## src/hw/rtl/block_sign_magnitude_bit_packer_top_defines.svh

```systemverilog
// ----------------------------------------------------------------------------
// block_sign_magnitude_bit_packer_top_defines: assertion macros
// Shared concurrent assertion forms for the bit packer.
// ----------------------------------------------------------------------------
`ifndef BLOCK_SIGN_MAGNITUDE_BIT_PACKER_TOP_DEFINES_SVH
`define BLOCK_SIGN_MAGNITUDE_BIT_PACKER_TOP_DEFINES_SVH

// same-cycle implication
`define BSMP_ASSERT_IMP(label, clk, rst, ante, cons, msg) \
   label: assert property (@(posedge clk) disable iff (rst) (ante) |-> (cons)) \
      else $error(msg);

// next-cycle implication
`define BSMP_ASSERT_NXT(label, clk, rst, ante, cons, msg) \
   label: assert property (@(posedge clk) disable iff (rst) (ante) |=> (cons)) \
      else $error(msg);

`endif

```

## src/hw/rtl/bsmp_pkg.sv

```systemverilog
// ----------------------------------------------------------------------------
// bsmp_pkg: bit packer package
// Sizes, descriptor and port structs, back-end states and width function.
// ----------------------------------------------------------------------------
package bsmp_pkg;

   localparam int BLOCK_SIZE = 32;
   localparam int SAMPLE_W   = 16;
   localparam int MAG_W      = 15;
   localparam int W_W        = 5;
   localparam int CNT_W      = $clog2(BLOCK_SIZE + 1);
   localparam int IDX_W      = (BLOCK_SIZE > 1) ? $clog2(BLOCK_SIZE) : 1;
   localparam int ADDR_W     = IDX_W + 1;
   localparam int RAM_DEPTH  = 2 ** ADDR_W;
   localparam int ACC_W      = 32;
   localparam int BITS_W     = 5;
   localparam int Q_DEPTH    = 2;
   localparam int Q_PTR_W    = (Q_DEPTH > 1) ? $clog2(Q_DEPTH) : 1;
   localparam int Q_CNT_W    = $clog2(Q_DEPTH + 1);

   localparam logic [W_W-1:0]    RAW_WIDTH = 5'd16;
   localparam logic [BITS_W-1:0] WORD_BITS = 5'd16;
   localparam logic [MAG_W-1:0]  MAG_MAX   = 15'h7fff;

   typedef struct packed {
      logic             bank;
      logic [CNT_W-1:0] count;
      logic [W_W-1:0]   width;
   } desc_type;

   typedef struct packed {
      logic                en;
      logic [ADDR_W-1:0]   addr;
      logic [SAMPLE_W-1:0] data;
   } ram_wr_type;

   typedef struct packed {
      logic              en;
      logic [ADDR_W-1:0] addr;
   } ram_rd_type;

   typedef struct packed {
      logic busy;
      logic bank;
   } back_status_type;

   typedef enum logic [1:0] {
      BK_IDLE,
      BK_HEADER,
      BK_PACK,
      BK_FLUSH
   } back_state_type;

   function automatic logic [W_W-1:0] width_of(input logic [MAG_W-1:0] peak);
      logic [W_W-1:0] w;
      w = 5'd1;
      for (int i = 0; i < MAG_W; i++) begin
         if (peak[i]) begin
            w = W_W'(i + 2);
         end
      end
      return w;
   endfunction

endpackage

```

## src/hw/rtl/block_sign_magnitude_bit_packer_top.sv

```systemverilog
// ----------------------------------------------------------------------------
// block_sign_magnitude_bit_packer_top: block sign-magnitude bit packer
// Intake takes one sample per cycle while the two-entry block queue has room.
// The header follows a block's last sample via the queue, the HEADER state and the
// output register, with the packer idle; then at most one word per cycle, as rsp_ready allows.
// A block holds the packer for HEADER, a PACK step per sample, and FLUSH for a flush word.
// Synchronous reset clears control state; the two-bank sample RAM is not cleared.
// ----------------------------------------------------------------------------
`include "block_sign_magnitude_bit_packer_top_defines.svh"

module block_sign_magnitude_bit_packer_top (
   input  logic                                 clock,
   input  logic                                 reset,
   input  logic                                 req_valid,
   output logic                                 req_ready,
   input  logic signed [bsmp_pkg::SAMPLE_W-1:0] req_sample,
   input  logic                                 req_block_end,
   output logic                                 rsp_valid,
   input  logic                                 rsp_ready,
   output logic [bsmp_pkg::SAMPLE_W-1:0]        rsp_word,
   output logic                                 rsp_is_header,
   output logic                                 rsp_final_word
);

   logic                          q_full, q_push, q_pop, q_valid;
   bsmp_pkg::desc_type            push_desc, head_desc;
   bsmp_pkg::ram_wr_type          ram_wr;
   bsmp_pkg::ram_rd_type          ram_rd;
   logic [bsmp_pkg::SAMPLE_W-1:0] ram_rdata;
   bsmp_pkg::back_status_type     bk_status;

   bsmp_front u_front (
      .clock         (clock),
      .reset         (reset),
      .req_valid     (req_valid),
      .req_ready     (req_ready),
      .req_sample    (req_sample),
      .req_block_end (req_block_end),
      .q_full        (q_full),
      .q_push        (q_push),
      .q_desc        (push_desc),
      .ram_wr        (ram_wr)
   );

   bsmp_ram #(
      .WIDTH (bsmp_pkg::SAMPLE_W),
      .DEPTH (bsmp_pkg::RAM_DEPTH)
   ) u_ram (
      .clock   (clock),
      .wr_en   (ram_wr.en),
      .wr_addr (ram_wr.addr),
      .wr_data (ram_wr.data),
      .rd_en   (ram_rd.en),
      .rd_addr (ram_rd.addr),
      .rd_data (ram_rdata)
   );

   bsmp_queue u_queue (
      .clock      (clock),
      .reset      (reset),
      .push       (q_push),
      .push_desc  (push_desc),
      .full       (q_full),
      .pop        (q_pop),
      .head_valid (q_valid),
      .head_desc  (head_desc)
   );

   bsmp_back u_back (
      .clock          (clock),
      .reset          (reset),
      .q_valid        (q_valid),
      .q_desc         (head_desc),
      .q_pop          (q_pop),
      .ram_rd         (ram_rd),
      .ram_rdata      (ram_rdata),
      .rsp_ready      (rsp_ready),
      .rsp_valid      (rsp_valid),
      .rsp_word       (rsp_word),
      .rsp_is_header  (rsp_is_header),
      .rsp_final_word (rsp_final_word),
      .status         (bk_status)
   );

   `BSMP_ASSERT_IMP(a_bank_conflict, clock, reset, ram_wr.en && bk_status.busy, ram_wr.addr[bsmp_pkg::ADDR_W-1] != bk_status.bank, "intake writes the bank being packed")
   `BSMP_ASSERT_IMP(a_header_word, clock, reset, rsp_valid && rsp_is_header, rsp_word >= 16'd1 && rsp_word <= 16'd16 && !rsp_final_word, "bad header word")
   `BSMP_ASSERT_IMP(a_push_room, clock, reset, q_push, !q_full, "descriptor pushed into full queue")
   `BSMP_ASSERT_NXT(a_pop_idle, clock, reset, q_pop, !bk_status.busy, "packer busy after block done")

endmodule

```

## src/hw/rtl/bsmp_ram.sv

```systemverilog
// ----------------------------------------------------------------------------
// bsmp_ram: generic RAM
// One write port, one read port with registered read data.
// ----------------------------------------------------------------------------
module bsmp_ram #(
   parameter int WIDTH = 16,
   parameter int DEPTH = 64
) (
   input  logic                     clock,
   input  logic                     wr_en,
   input  logic [$clog2(DEPTH)-1:0] wr_addr,
   input  logic [WIDTH-1:0]         wr_data,
   input  logic                     rd_en,
   input  logic [$clog2(DEPTH)-1:0] rd_addr,
   output logic [WIDTH-1:0]         rd_data
);

   logic [WIDTH-1:0] mem_ff [DEPTH];
   logic [WIDTH-1:0] rd_data_ff;

   always_ff @(posedge clock) begin
      if (wr_en) begin
         mem_ff[wr_addr] <= wr_data;
      end
      if (rd_en) begin
         rd_data_ff <= mem_ff[rd_addr];
      end
   end

   assign rd_data = rd_data_ff;

endmodule

```

## src/hw/rtl/bsmp_front.sv

```systemverilog
// ----------------------------------------------------------------------------
// bsmp_front: sample intake
// Stores samples into the current RAM bank, tracks the peak magnitude and
// posts a block descriptor at the end of each block.
// ----------------------------------------------------------------------------
module bsmp_front (
   input  logic                               clock,
   input  logic                               reset,
   input  logic                               req_valid,
   output logic                               req_ready,
   input  logic signed [bsmp_pkg::SAMPLE_W-1:0] req_sample,
   input  logic                               req_block_end,
   input  logic                               q_full,
   output logic                               q_push,
   output bsmp_pkg::desc_type                 q_desc,
   output bsmp_pkg::ram_wr_type               ram_wr
);

   logic [bsmp_pkg::CNT_W-1:0]    count_ff, count_in;
   logic [bsmp_pkg::MAG_W-1:0]    peak_ff, peak_in;
   logic                          bank_ff, bank_in;
   logic                          accept;
   logic [bsmp_pkg::SAMPLE_W-1:0] s_u, s_neg;
   logic [bsmp_pkg::MAG_W-1:0]    mag, peak_new;
   logic [bsmp_pkg::CNT_W-1:0]    count_new;
   logic                          blk_end;

   assign req_ready = !q_full;
   assign accept    = req_valid && !q_full;

   assign s_u   = $unsigned(req_sample);
   assign s_neg = ~s_u + 16'd1;

   always_comb begin
      if (s_u[bsmp_pkg::SAMPLE_W-1]) begin
         mag = s_neg[bsmp_pkg::SAMPLE_W-1] ? bsmp_pkg::MAG_MAX : s_neg[bsmp_pkg::MAG_W-1:0];
      end else begin
         mag = s_u[bsmp_pkg::MAG_W-1:0];
      end
   end

   assign peak_new  = (mag > peak_ff) ? mag : peak_ff;
   assign count_new = count_ff + 1'b1;
   assign blk_end   = req_block_end || (count_new == bsmp_pkg::CNT_W'(bsmp_pkg::BLOCK_SIZE));

   assign ram_wr.en   = accept;
   assign ram_wr.addr = {bank_ff, count_ff[bsmp_pkg::IDX_W-1:0]};
   assign ram_wr.data = s_u;

   assign q_push       = accept && blk_end;
   assign q_desc.bank  = bank_ff;
   assign q_desc.count = count_new;
   assign q_desc.width = bsmp_pkg::width_of(peak_new);

   always_comb begin
      count_in = count_ff;
      peak_in  = peak_ff;
      bank_in  = bank_ff;
      if (accept) begin
         if (blk_end) begin
            count_in = '0;
            peak_in  = '0;
            bank_in  = !bank_ff;
         end else begin
            count_in = count_new;
            peak_in  = peak_new;
         end
      end
   end

   always_ff @(posedge clock) begin
      if (reset) begin
         count_ff <= '0;
         peak_ff  <= '0;
         bank_ff  <= 1'b0;
      end else begin
         count_ff <= count_in;
         peak_ff  <= peak_in;
         bank_ff  <= bank_in;
      end
   end

endmodule

```

## src/hw/rtl/bsmp_queue.sv

```systemverilog
// ----------------------------------------------------------------------------
// bsmp_queue: block descriptor queue
// Short FIFO of finished block descriptors between intake and packer.
// ----------------------------------------------------------------------------
module bsmp_queue (
   input  logic               clock,
   input  logic               reset,
   input  logic               push,
   input  bsmp_pkg::desc_type push_desc,
   output logic               full,
   input  logic               pop,
   output logic               head_valid,
   output bsmp_pkg::desc_type head_desc
);

   bsmp_pkg::desc_type             entries_ff [bsmp_pkg::Q_DEPTH];
   logic [bsmp_pkg::Q_PTR_W-1:0]   wr_ptr_ff, wr_ptr_in;
   logic [bsmp_pkg::Q_PTR_W-1:0]   rd_ptr_ff, rd_ptr_in;
   logic [bsmp_pkg::Q_CNT_W-1:0]   cnt_ff, cnt_in;
   logic                           do_push, do_pop;

   function automatic logic [bsmp_pkg::Q_PTR_W-1:0] ptr_next(
      input logic [bsmp_pkg::Q_PTR_W-1:0] p
   );
      return (p == bsmp_pkg::Q_PTR_W'(bsmp_pkg::Q_DEPTH - 1)) ? '0 : p + 1'b1;
   endfunction

   assign full       = (cnt_ff == bsmp_pkg::Q_CNT_W'(bsmp_pkg::Q_DEPTH));
   assign head_valid = (cnt_ff != '0);
   assign head_desc  = entries_ff[rd_ptr_ff];
   assign do_push    = push && !full;
   assign do_pop     = pop && head_valid;

   always_comb begin
      wr_ptr_in = do_push ? ptr_next(wr_ptr_ff) : wr_ptr_ff;
      rd_ptr_in = do_pop ? ptr_next(rd_ptr_ff) : rd_ptr_ff;
      cnt_in    = cnt_ff;
      if (do_push && !do_pop) begin
         cnt_in = cnt_ff + 1'b1;
      end else if (do_pop && !do_push) begin
         cnt_in = cnt_ff - 1'b1;
      end
   end

   always_ff @(posedge clock) begin
      if (do_push) begin
         entries_ff[wr_ptr_ff] <= push_desc;
      end
   end

   always_ff @(posedge clock) begin
      if (reset) begin
         wr_ptr_ff <= '0;
         rd_ptr_ff <= '0;
         cnt_ff    <= '0;
      end else begin
         wr_ptr_ff <= wr_ptr_in;
         rd_ptr_ff <= rd_ptr_in;
         cnt_ff    <= cnt_in;
      end
   end

endmodule

```

## src/hw/rtl/bsmp_back.sv

```systemverilog
// ----------------------------------------------------------------------------
// bsmp_back: packer
// Emits the header, then reads the block's samples and emits raw or
// sign-magnitude packed words through an output register.
// ----------------------------------------------------------------------------
module bsmp_back (
   input  logic                           clock,
   input  logic                           reset,
   input  logic                           q_valid,
   input  bsmp_pkg::desc_type             q_desc,
   output logic                           q_pop,
   output bsmp_pkg::ram_rd_type           ram_rd,
   input  logic [bsmp_pkg::SAMPLE_W-1:0]  ram_rdata,
   input  logic                           rsp_ready,
   output logic                           rsp_valid,
   output logic [bsmp_pkg::SAMPLE_W-1:0]  rsp_word,
   output logic                           rsp_is_header,
   output logic                           rsp_final_word,
   output bsmp_pkg::back_status_type      status
);

   bsmp_pkg::back_state_type      state_ff, state_in;
   logic [bsmp_pkg::CNT_W-1:0]    idx_ff, idx_in;
   logic [bsmp_pkg::ACC_W-1:0]    acc_ff, acc_in;
   logic [bsmp_pkg::BITS_W-1:0]   bits_ff, bits_in;
   logic                          rsp_valid_ff;
   logic [bsmp_pkg::SAMPLE_W-1:0] rsp_word_ff;
   logic                          rsp_hdr_ff, rsp_fin_ff;

   logic                          out_free;
   logic                          emit, emit_hdr, emit_fin;
   logic [bsmp_pkg::SAMPLE_W-1:0] emit_word;

   logic                          raw;
   logic [bsmp_pkg::W_W-1:0]      w;
   logic [bsmp_pkg::SAMPLE_W-1:0] v_neg, code16, code;
   logic [bsmp_pkg::SAMPLE_W:0]   mask17;
   logic [bsmp_pkg::ACC_W-1:0]    acc_sh, acc_new;
   logic [bsmp_pkg::BITS_W-1:0]   bits_sum, bits_new;
   logic                          pk_emit, pk_done, last;
   logic [bsmp_pkg::SAMPLE_W-1:0] pk_word, flush_word;
   logic [bsmp_pkg::CNT_W-1:0]    idx_next;

   assign out_free = !rsp_valid_ff || rsp_ready;

   assign raw    = (q_desc.width == bsmp_pkg::RAW_WIDTH);
   assign w      = q_desc.width;
   assign v_neg  = ~ram_rdata + 16'd1;
   assign code16 = ram_rdata[bsmp_pkg::SAMPLE_W-1] ?
                   (v_neg | (16'd1 << (w - 5'd1))) : ram_rdata;
   assign mask17 = (17'd1 << w) - 17'd1;
   assign code   = code16 & mask17[bsmp_pkg::SAMPLE_W-1:0];
   assign acc_sh   = (acc_ff << w) | {16'd0, code};
   assign bits_sum = bits_ff + w;
   assign pk_emit  = raw || (bits_sum >= bsmp_pkg::WORD_BITS);
   assign bits_new = (pk_emit && !raw) ? bits_sum - bsmp_pkg::WORD_BITS : bits_sum;
   assign pk_word  = raw ? ram_rdata :
                     16'(acc_sh >> (bits_sum - bsmp_pkg::WORD_BITS));
   assign acc_new  = acc_sh & ((32'd1 << bits_new) - 32'd1);
   assign idx_next = idx_ff + 1'b1;
   assign last     = (idx_next == q_desc.count);
   assign pk_done  = last && (raw || (bits_new == '0));
   assign flush_word = 16'(acc_ff << (bsmp_pkg::WORD_BITS - bits_ff));

   always_comb begin
      state_in = state_ff;
      unique case (state_ff)
         bsmp_pkg::BK_IDLE: begin
            if (q_valid) state_in = bsmp_pkg::BK_HEADER;
         end
         bsmp_pkg::BK_HEADER: begin
            if (out_free) state_in = bsmp_pkg::BK_PACK;
         end
         bsmp_pkg::BK_PACK: begin
            if (out_free && last) begin
               state_in = pk_done ? bsmp_pkg::BK_IDLE : bsmp_pkg::BK_FLUSH;
            end
         end
         bsmp_pkg::BK_FLUSH: begin
            if (out_free) state_in = bsmp_pkg::BK_IDLE;
         end
         default: state_in = bsmp_pkg::BK_IDLE;
      endcase
   end

   always_comb begin
      emit        = 1'b0;
      emit_word   = '0;
      emit_hdr    = 1'b0;
      emit_fin    = 1'b0;
      ram_rd.en   = 1'b0;
      ram_rd.addr = {q_desc.bank, bsmp_pkg::IDX_W'(0)};
      q_pop       = 1'b0;
      idx_in      = idx_ff;
      acc_in      = acc_ff;
      bits_in     = bits_ff;
      unique case (state_ff)
         bsmp_pkg::BK_IDLE: begin
         end
         bsmp_pkg::BK_HEADER: begin
            if (out_free) begin
               emit      = 1'b1;
               emit_word = bsmp_pkg::SAMPLE_W'(w);
               emit_hdr  = 1'b1;
               ram_rd.en = 1'b1;
               idx_in    = '0;
               acc_in    = '0;
               bits_in   = '0;
            end
         end
         bsmp_pkg::BK_PACK: begin
            if (out_free) begin
               emit      = pk_emit;
               emit_word = pk_word;
               emit_fin  = pk_done;
               if (!raw) begin
                  acc_in  = acc_new;
                  bits_in = bits_new;
               end
               if (last) begin
                  q_pop = pk_done;
               end else begin
                  ram_rd.en   = 1'b1;
                  ram_rd.addr = {q_desc.bank, idx_next[bsmp_pkg::IDX_W-1:0]};
                  idx_in      = idx_next;
               end
            end
         end
         bsmp_pkg::BK_FLUSH: begin
            if (out_free) begin
               emit      = 1'b1;
               emit_word = flush_word;
               emit_fin  = 1'b1;
               q_pop     = 1'b1;
            end
         end
         default: begin
         end
      endcase
   end

   always_ff @(posedge clock) begin
      if (reset) begin
         state_ff     <= bsmp_pkg::BK_IDLE;
         rsp_valid_ff <= 1'b0;
         idx_ff       <= '0;
         acc_ff       <= '0;
         bits_ff      <= '0;
      end else begin
         state_ff <= state_in;
         idx_ff   <= idx_in;
         acc_ff   <= acc_in;
         bits_ff  <= bits_in;
         if (out_free) begin
            rsp_valid_ff <= emit;
         end
      end
   end

   always_ff @(posedge clock) begin
      if (emit) begin
         rsp_word_ff <= emit_word;
         rsp_hdr_ff  <= emit_hdr;
         rsp_fin_ff  <= emit_fin;
      end
   end

   assign rsp_valid      = rsp_valid_ff;
   assign rsp_word       = rsp_word_ff;
   assign rsp_is_header  = rsp_hdr_ff;
   assign rsp_final_word = rsp_fin_ff;
   assign status.busy    = (state_ff != bsmp_pkg::BK_IDLE);
   assign status.bank    = q_desc.bank;

endmodule
```

## config.mk

```make
export PLATFORM = sky130hd
export DESIGN_NAME = block_sign_magnitude_bit_packer_top
export DESIGN_NICKNAME = d
export VERILOG_FILES = /design/src/hw/rtl/bsmp_pkg.sv /design/src/hw/rtl/block_sign_magnitude_bit_packer_top.sv /design/src/hw/rtl/bsmp_ram.sv /design/src/hw/rtl/bsmp_front.sv /design/src/hw/rtl/bsmp_queue.sv /design/src/hw/rtl/bsmp_back.sv
export VERILOG_INCLUDE_DIRS = /design/src /design/src/hw/rtl
export SDC_FILE = /design/constraint.sdc
export NUM_CORES = 2
export LEC_CHECK = 0
export ABC_AREA = 1
export BUFFER_PORTS_ARGS = -buffer_cell sky130_fd_sc_hd__buf_2
export CELL_PAD_IN_SITES_DETAIL_PLACEMENT = 1
export CELL_PAD_IN_SITES_GLOBAL_PLACEMENT = 2
export CORE_MARGIN = 10
export CORE_UTILIZATION = 40
export DETAILED_ROUTE_END_ITERATION = 8
export GPL_ROUTABILITY_DRIVEN = 0
export PLACE_DENSITY_LB_ADDON = 0.3
export SLEW_MARGIN = 20
export SYNTH_ARGS = -nofsm -noshare
export SYNTH_HDL_FRONTEND = slang
export SYNTH_SLANG_ARGS = --single-unit
```

## constraint.sdc

```tcl
create_clock -name clock -period 4.5 [get_ports clock]
set_input_delay 0.225 -clock clock [delete_from_list [all_inputs] [get_ports clock]]
set_output_delay 0.225 -clock clock [all_outputs]
set_load 0.005 [all_outputs]
```

# --- Yosys cells after proc, flatten, opt, wreduce, memory -nomap -nowiden ---
# Memory sizes are Yosys's and may differ from the RTL's. A register that Yosys moved wholly into a read port is not among the register bits.
# Index checks and enable logic that the tools add are counted.
totals:
  reg_bits: 90
  elab_cells: 154
  romBits: 0
  memories: 2
  latchBits: 0
  mem_bits_rw: 1048
op_classes:
  div_mod_pow: 0
  n_shift: 6
  order_cmp: 2
  mul: 0
  reduce_logical: 29
  bitwise: 6
  n_mux: 67
  add_sub_neg: 14
  n_eq_ne: 14
memory_table:
  columns: ["name", "depth", "width", "rd", "rd_ports_with_merged_regs", "wr", "line", "text"]
  rows:
  - ["u_ram.mem_ff", 64, 16, 1, 1, 1, "bsmp_ram.sv:18", "logic [WIDTH-1:0] mem_ff [DEPTH];"]
  - ["u_queue.entries_ff", 2, 12, 1, 1, 1, "bsmp_queue.sv:16", "bsmp_pkg::desc_type entries_ff [bsmp_pkg::Q_DEPTH];"]
ops:
  columns: ["op", "n"]
  rows:
  - ["32-bit 2-to-1 mux", 3]
  - ["16-bit 2-to-1 mux", 4]
  - ["32-bit one-hot mux with 2 select lines", 1]
  - ["15-bit 2-to-1 mux", 4]
  - ["16-bit one-hot mux with 3 select lines", 1]
  - ["16-bit by 1-bit adder with 16-bit output (second input constant)", 2]
  - ["32-bit AND", 1]
  - ["4-bit 2-to-1 mux", 8]
  - ["16-bit inverter", 2]
  - ["32-bit by 16-bit OR with 32-bit output", 1]
  - ["1-bit by 5-bit left shift with 16-bit output (first input constant)", 2]
  - ["1-bit by 5-bit left shift with 32-bit output (first input constant)", 1]
  - ["32-bit by 5-bit left shift with 16-bit output", 1]
  - ["32-bit by 5-bit left shift with 32-bit output", 1]
  - ["32-bit by 5-bit right shift with 16-bit output", 1]
  - ["32-bit by 1-bit subtractor with 32-bit output (second input constant)", 1]
  - ["5-bit 2-to-1 mux", 6]
  - ["6-bit 2-to-1 mux", 5]
  - ["2-bit 2-to-1 mux", 9]
  - ["16-bit AND", 1]
  - ["16-bit OR", 1]
  - ["16-bit by 1-bit subtractor with 16-bit output (second input constant)", 1]
  - ["15-bit greater-than comparator", 1]
  - ["7-bit 2-to-1 mux", 2]
  - ["other kinds (31)", 78]

# --- Depth between registers and ports, before layout ---
logic_depth:
  ltp_word: 21
  mapped_depth: 34
  mapped_depth_nobuf: 34

# --- Hierarchy ---
# From an unflattened synthesis, not the netlist that was laid out.
hier_totals:
  hier_cells: 5562
  hier_area_um2: 54294.6
by_module_without_submodules:
  columns: ["mod", "instances", "area_each_um2", "cells_per_inst"]
  rows:
  - ["bsmp_ram", 1, 42259.3, 3517]
  - ["bsmp_back", 1, 8533.2, 1577]
  - ["bsmp_front", 1, 2348.5, 394]
  - ["bsmp_queue", 1, 1153.6, 74]

# --- Worst setup path after synthesis ---
# OpenSTA, ideal clock, no wires.
synth_timing:
  path_kind: "register -> register"
  startpoint: "reg with a tool-made name"
  endpoint: "reg u_queue.cnt_ff[1] (netlist bit)"
  t_required_ps: 4442
  synth_period_minus_slack_ps: 3551
  path_stages_with_launch: 22
  setup_slack_ps: 949
  setup_time_ps: 58
  t_arrival_ps: 3494
  path_cell_list: "dfxtp_1 buf_6 nand2_1 nand2_4 buf_2 buf_1 ha_1 nand2_1 nand2_1 or2_2 nand2_2 inv_1 clkbuf_1 nor2_1 o211ai_1 o22ai_1 o21ai_0 ha_1 a21oi_1 o21ai_0 a21oi_1 o21a_1"
synth_lines:
  columns: ["element", "line", "text"]
  rows:
  - ["to (signal assigned)", "bsmp_queue.sv:59", "cnt_ff <= cnt_in;"]
  - ["to (decl)", "bsmp_queue.sv:19", "logic [bsmp_pkg::Q_CNT_W-1:0] cnt_ff, cnt_in;"]

==> out/metrics.yaml <==
synth_common_cells: "nand2_1 (1566), edfxtp_1 (1082), nand3_1 (1030)"
overflow: 0
period_needed_ps: 4283
r2r_end: "u_back.rsp_valid$_SDFFE_PP0N_"
final-setup-viol-count: 0
placed_cells: 7611
critPathCaptureType: "flop"
routed-wl-met3_mm: 10.41
ys_seq_area_share_pct: 61.05
cts_tree: "done"
drc: 0
cts_resized: 0
grt_pass1_wl_mm: 286.1
tightestPinTransition_ps: 1103
rows: 136
min_path_cells: 2
port_buffers: 40
synth_area_um2: 55610
finalSetupTns_ps: 0
synth_top_area_share_pct: 58.42
slew_headroom_pct: 26.48
wl_mm: 193.9
dr.pass1.iters: 5
grt_max_degree: 102
synth_most_common_cell: "nand2_1"
n_antenna_cell: 0
finalCritPeriodShare_pct: 95.18
area_growth_pct: 12.82
synthFlopType: "edfxtp_1"
clk_pin_slew_ps: 60
clkSinkCount: 1155
route.met2.wl_mm: 93.19
rsz0062_at_grt: "no"
numCtsBuffers: 132
viasPerCell: 5.530
start_kind: "flop"
holdWs_ps: 45.77
ys_seq_elements: 1155
grt_pass1_vias: 43830
yosysTopAreaCell: "edfxtp_1"
r2r-start: "u_queue.entries_ff[0][0]$_DFFE_PP_"
maxUsedRoutingLayer: "met4"
pin_count: 41
rrSetupSlack_ps: 220
wl_met1_mm: 83.07
die-height_um: 392.9
p_leak_uw: 0.02579
track_usage_pct: 24.68
cp_max_fo: 11
worstSetupEndpoint: "u_back.rsp_valid$_SDFFE_PP0N_"
fmax_mhz: 233.5
timing.clock.skew_ps: 35.71
yosys-top-cells-area: "edfxtp_1 (58%), nand2_1 (11%), nand3_1 (9.3%)"
final_cells: 7856
cp.arrival_ps: 4930
drtIter0Drc: 3823
yosysWarnings: 0
hold_viol: 0
clk_latency_ps: 780
die_w_um: 392.9
wire_per_inst_um: 24.69
crit_path_start: "u_queue.entries_ff[0][0]$_DFFE_PP_"
start_util_pct: 40.35
fin_total_pwr_uw: 29450
r2r.worst_path.cells: 17
hpwlAfterDp_mm: 124.0
ir_worst_vdd_mv: 0.3265
crit_required_ps: 5150
cts_buffer_depth: 3
ant_nets: 0
post_cts_buffers: 0
syn_avg_cell_area_um2: 9.408
dr_total_vias: 43440
cts-root-buf: "clkbuf_16"
p_per_area_nw_per_um2: 469.4
synth_cell_type_count: 55
synthCells: 5911
slew_viol_final: 0
coreArea_um2: 137800
hp-class: "in2reg"
antenna_found_initial: 4
synth-edff-count: 1082
synth_nets: 5964
layout.nets: 6014
h-tree-depth: 4
crit_type: "reg2reg"
die_area_um2: 154300
cap_violations: 0
outcome: "finished, final reports clean"
drive_gt1_share_pct: 7.588
synthArstFlopShare_pct: 0
[worst min path at each step]
stage	slack [ps]	end	startpoint
floorplan	320	u_ram.mem_ff[0][0]$_DFFE_PP_	req_sample[0]
finish	50	u_ram.mem_ff[43][10]$_DFFE_PP_	req_sample[10]
detailed placement	440	u_back.acc_ff[31]$_SDFFE_PP0P_	u_back.acc_ff[31]$_SDFFE_PP0P_
global route	30	u_ram.mem_ff[42][10]$_DFFE_PP_	req_sample[10]
CTS	10	u_ram.mem_ff[42][10]$_DFFE_PP_	req_sample[10]
global placement	440	u_back.acc_ff[31]$_SDFFE_PP0P_	u_back.acc_ff[31]$_SDFFE_PP0P_
[registers in the layout, indices dropped and copies added, names as in the netlist, named ones only]
name and flops:
u_back.acc_ff 32, u_back.bits_ff 5, u_back.idx_ff 6, u_back.rsp_final_word 1
u_back.rsp_is_header 1, u_back.rsp_valid 1, u_back.rsp_word 16, u_back.state_ff 2
u_front.bank_ff 1, u_front.count_ff 6, u_front.peak_ff 15, u_queue.cnt_ff 2
u_queue.entries_ff 24, u_queue.rd_ptr_ff 1, u_queue.wr_ptr_ff 1, u_ram.mem_ff 1024
u_ram.rd_data 16
[what timing repair did]
item                                    in CTS  in global routing
endpoints found under the setup margin       0                  0
hold buffers                                10                  0
hold endpoints to repair                    48                  0
[final cells by class]
type / instances / area, µm²
fill: 15500 / 75090
sequential: 1155 / 33950
multi-input combinational: 3571 / 16960
clock buffer: 167 / 3496
inverter: 859 / 3242
tap: 1794 / 2245
timing repair buffer: 242 / 2112
clock inverter: 68 / 733.2
[stage by stage]
| stage | cell area, µm² | worst slack (ps) | utilization [%] |
|---|---|---|---|
| finish | 62740 | 216.9 | 45.52 |
| global route | 62740 | 2.931 | 45.52 |
| CTS | 62740 | 221.8 | 45.52 |
| detailed placement | 58410 | 247.3 | 42.38 |
| global placement | 58410 | 253.0 | 42.38 |
| floorplan | 55610 | 948.8 | - |
[cell families (layout without fill, tap and decap cells)]
| logic type | Yosys count | in the layout | synth area share (%) |
|---|---|---|---|
| flops | 1155 | 1155 | 61.05 |
| compound gates | 557 | 557 | 6.279 |
| mux | 8 | 8 | 0.1440 |
| fa+ha+maj | 32 | 32 | 0.7334 |
| xor+xnor | 28 | 28 | 0.4545 |
| buf+inv | 1185 | 1336 | 8.558 |
| simple gates | 2946 | 2946 | 22.78 |
[per-layer routing]
| layer | vias up | GRT usage [%] |
|---|---|---|
| met5 | - | 0 |
| met4 | 0 | 9.089 |
| met3 | 290 | 3.417 |
| met2 | 1195 | 41.34 |
| met1 | 21950 | 32.52 |
| li1 | 20000 | - |
[critical path, stage by stage (launching register included)]
cell           delay (ps)
edfxtp_1              530
nand2_1               130
nand2_1               100
ha_1                  230
fa_1                  420
nand2_1               110
nand2_1                70
a21oi_1               170
xor2_1                410
buf_4                 300
nand2_1               130
inv_1                 290
nor2_1                170
o31ai_1               230
inv_1                 140
nor2_1                110
nor2_1                 40
dlygate4sd3_1         570
[where the power goes]
part / leakage, µW / switching (µW) / internal, µW
logic: 0.0134 / 4880 / 1790
registers: 0.0103 / 148 / 12000
clock network: 0.00205 / 4540 / 6120
[layout by cell type (no fill, tap or decap), types with 133 or more instances in the layout]
master     synthesis  routed
o211ai_1         233     233
edfxtp_1        1082    1082
inv_1            848     847
o21ai_0          141     140
buf_4             18     172
nand2_1         1566    1566
clkbuf_16          0     133
nand3_1         1030    1030
a21oi_1          134     133
nor2_1           233     224
Power figures use the tool's default switching activity.
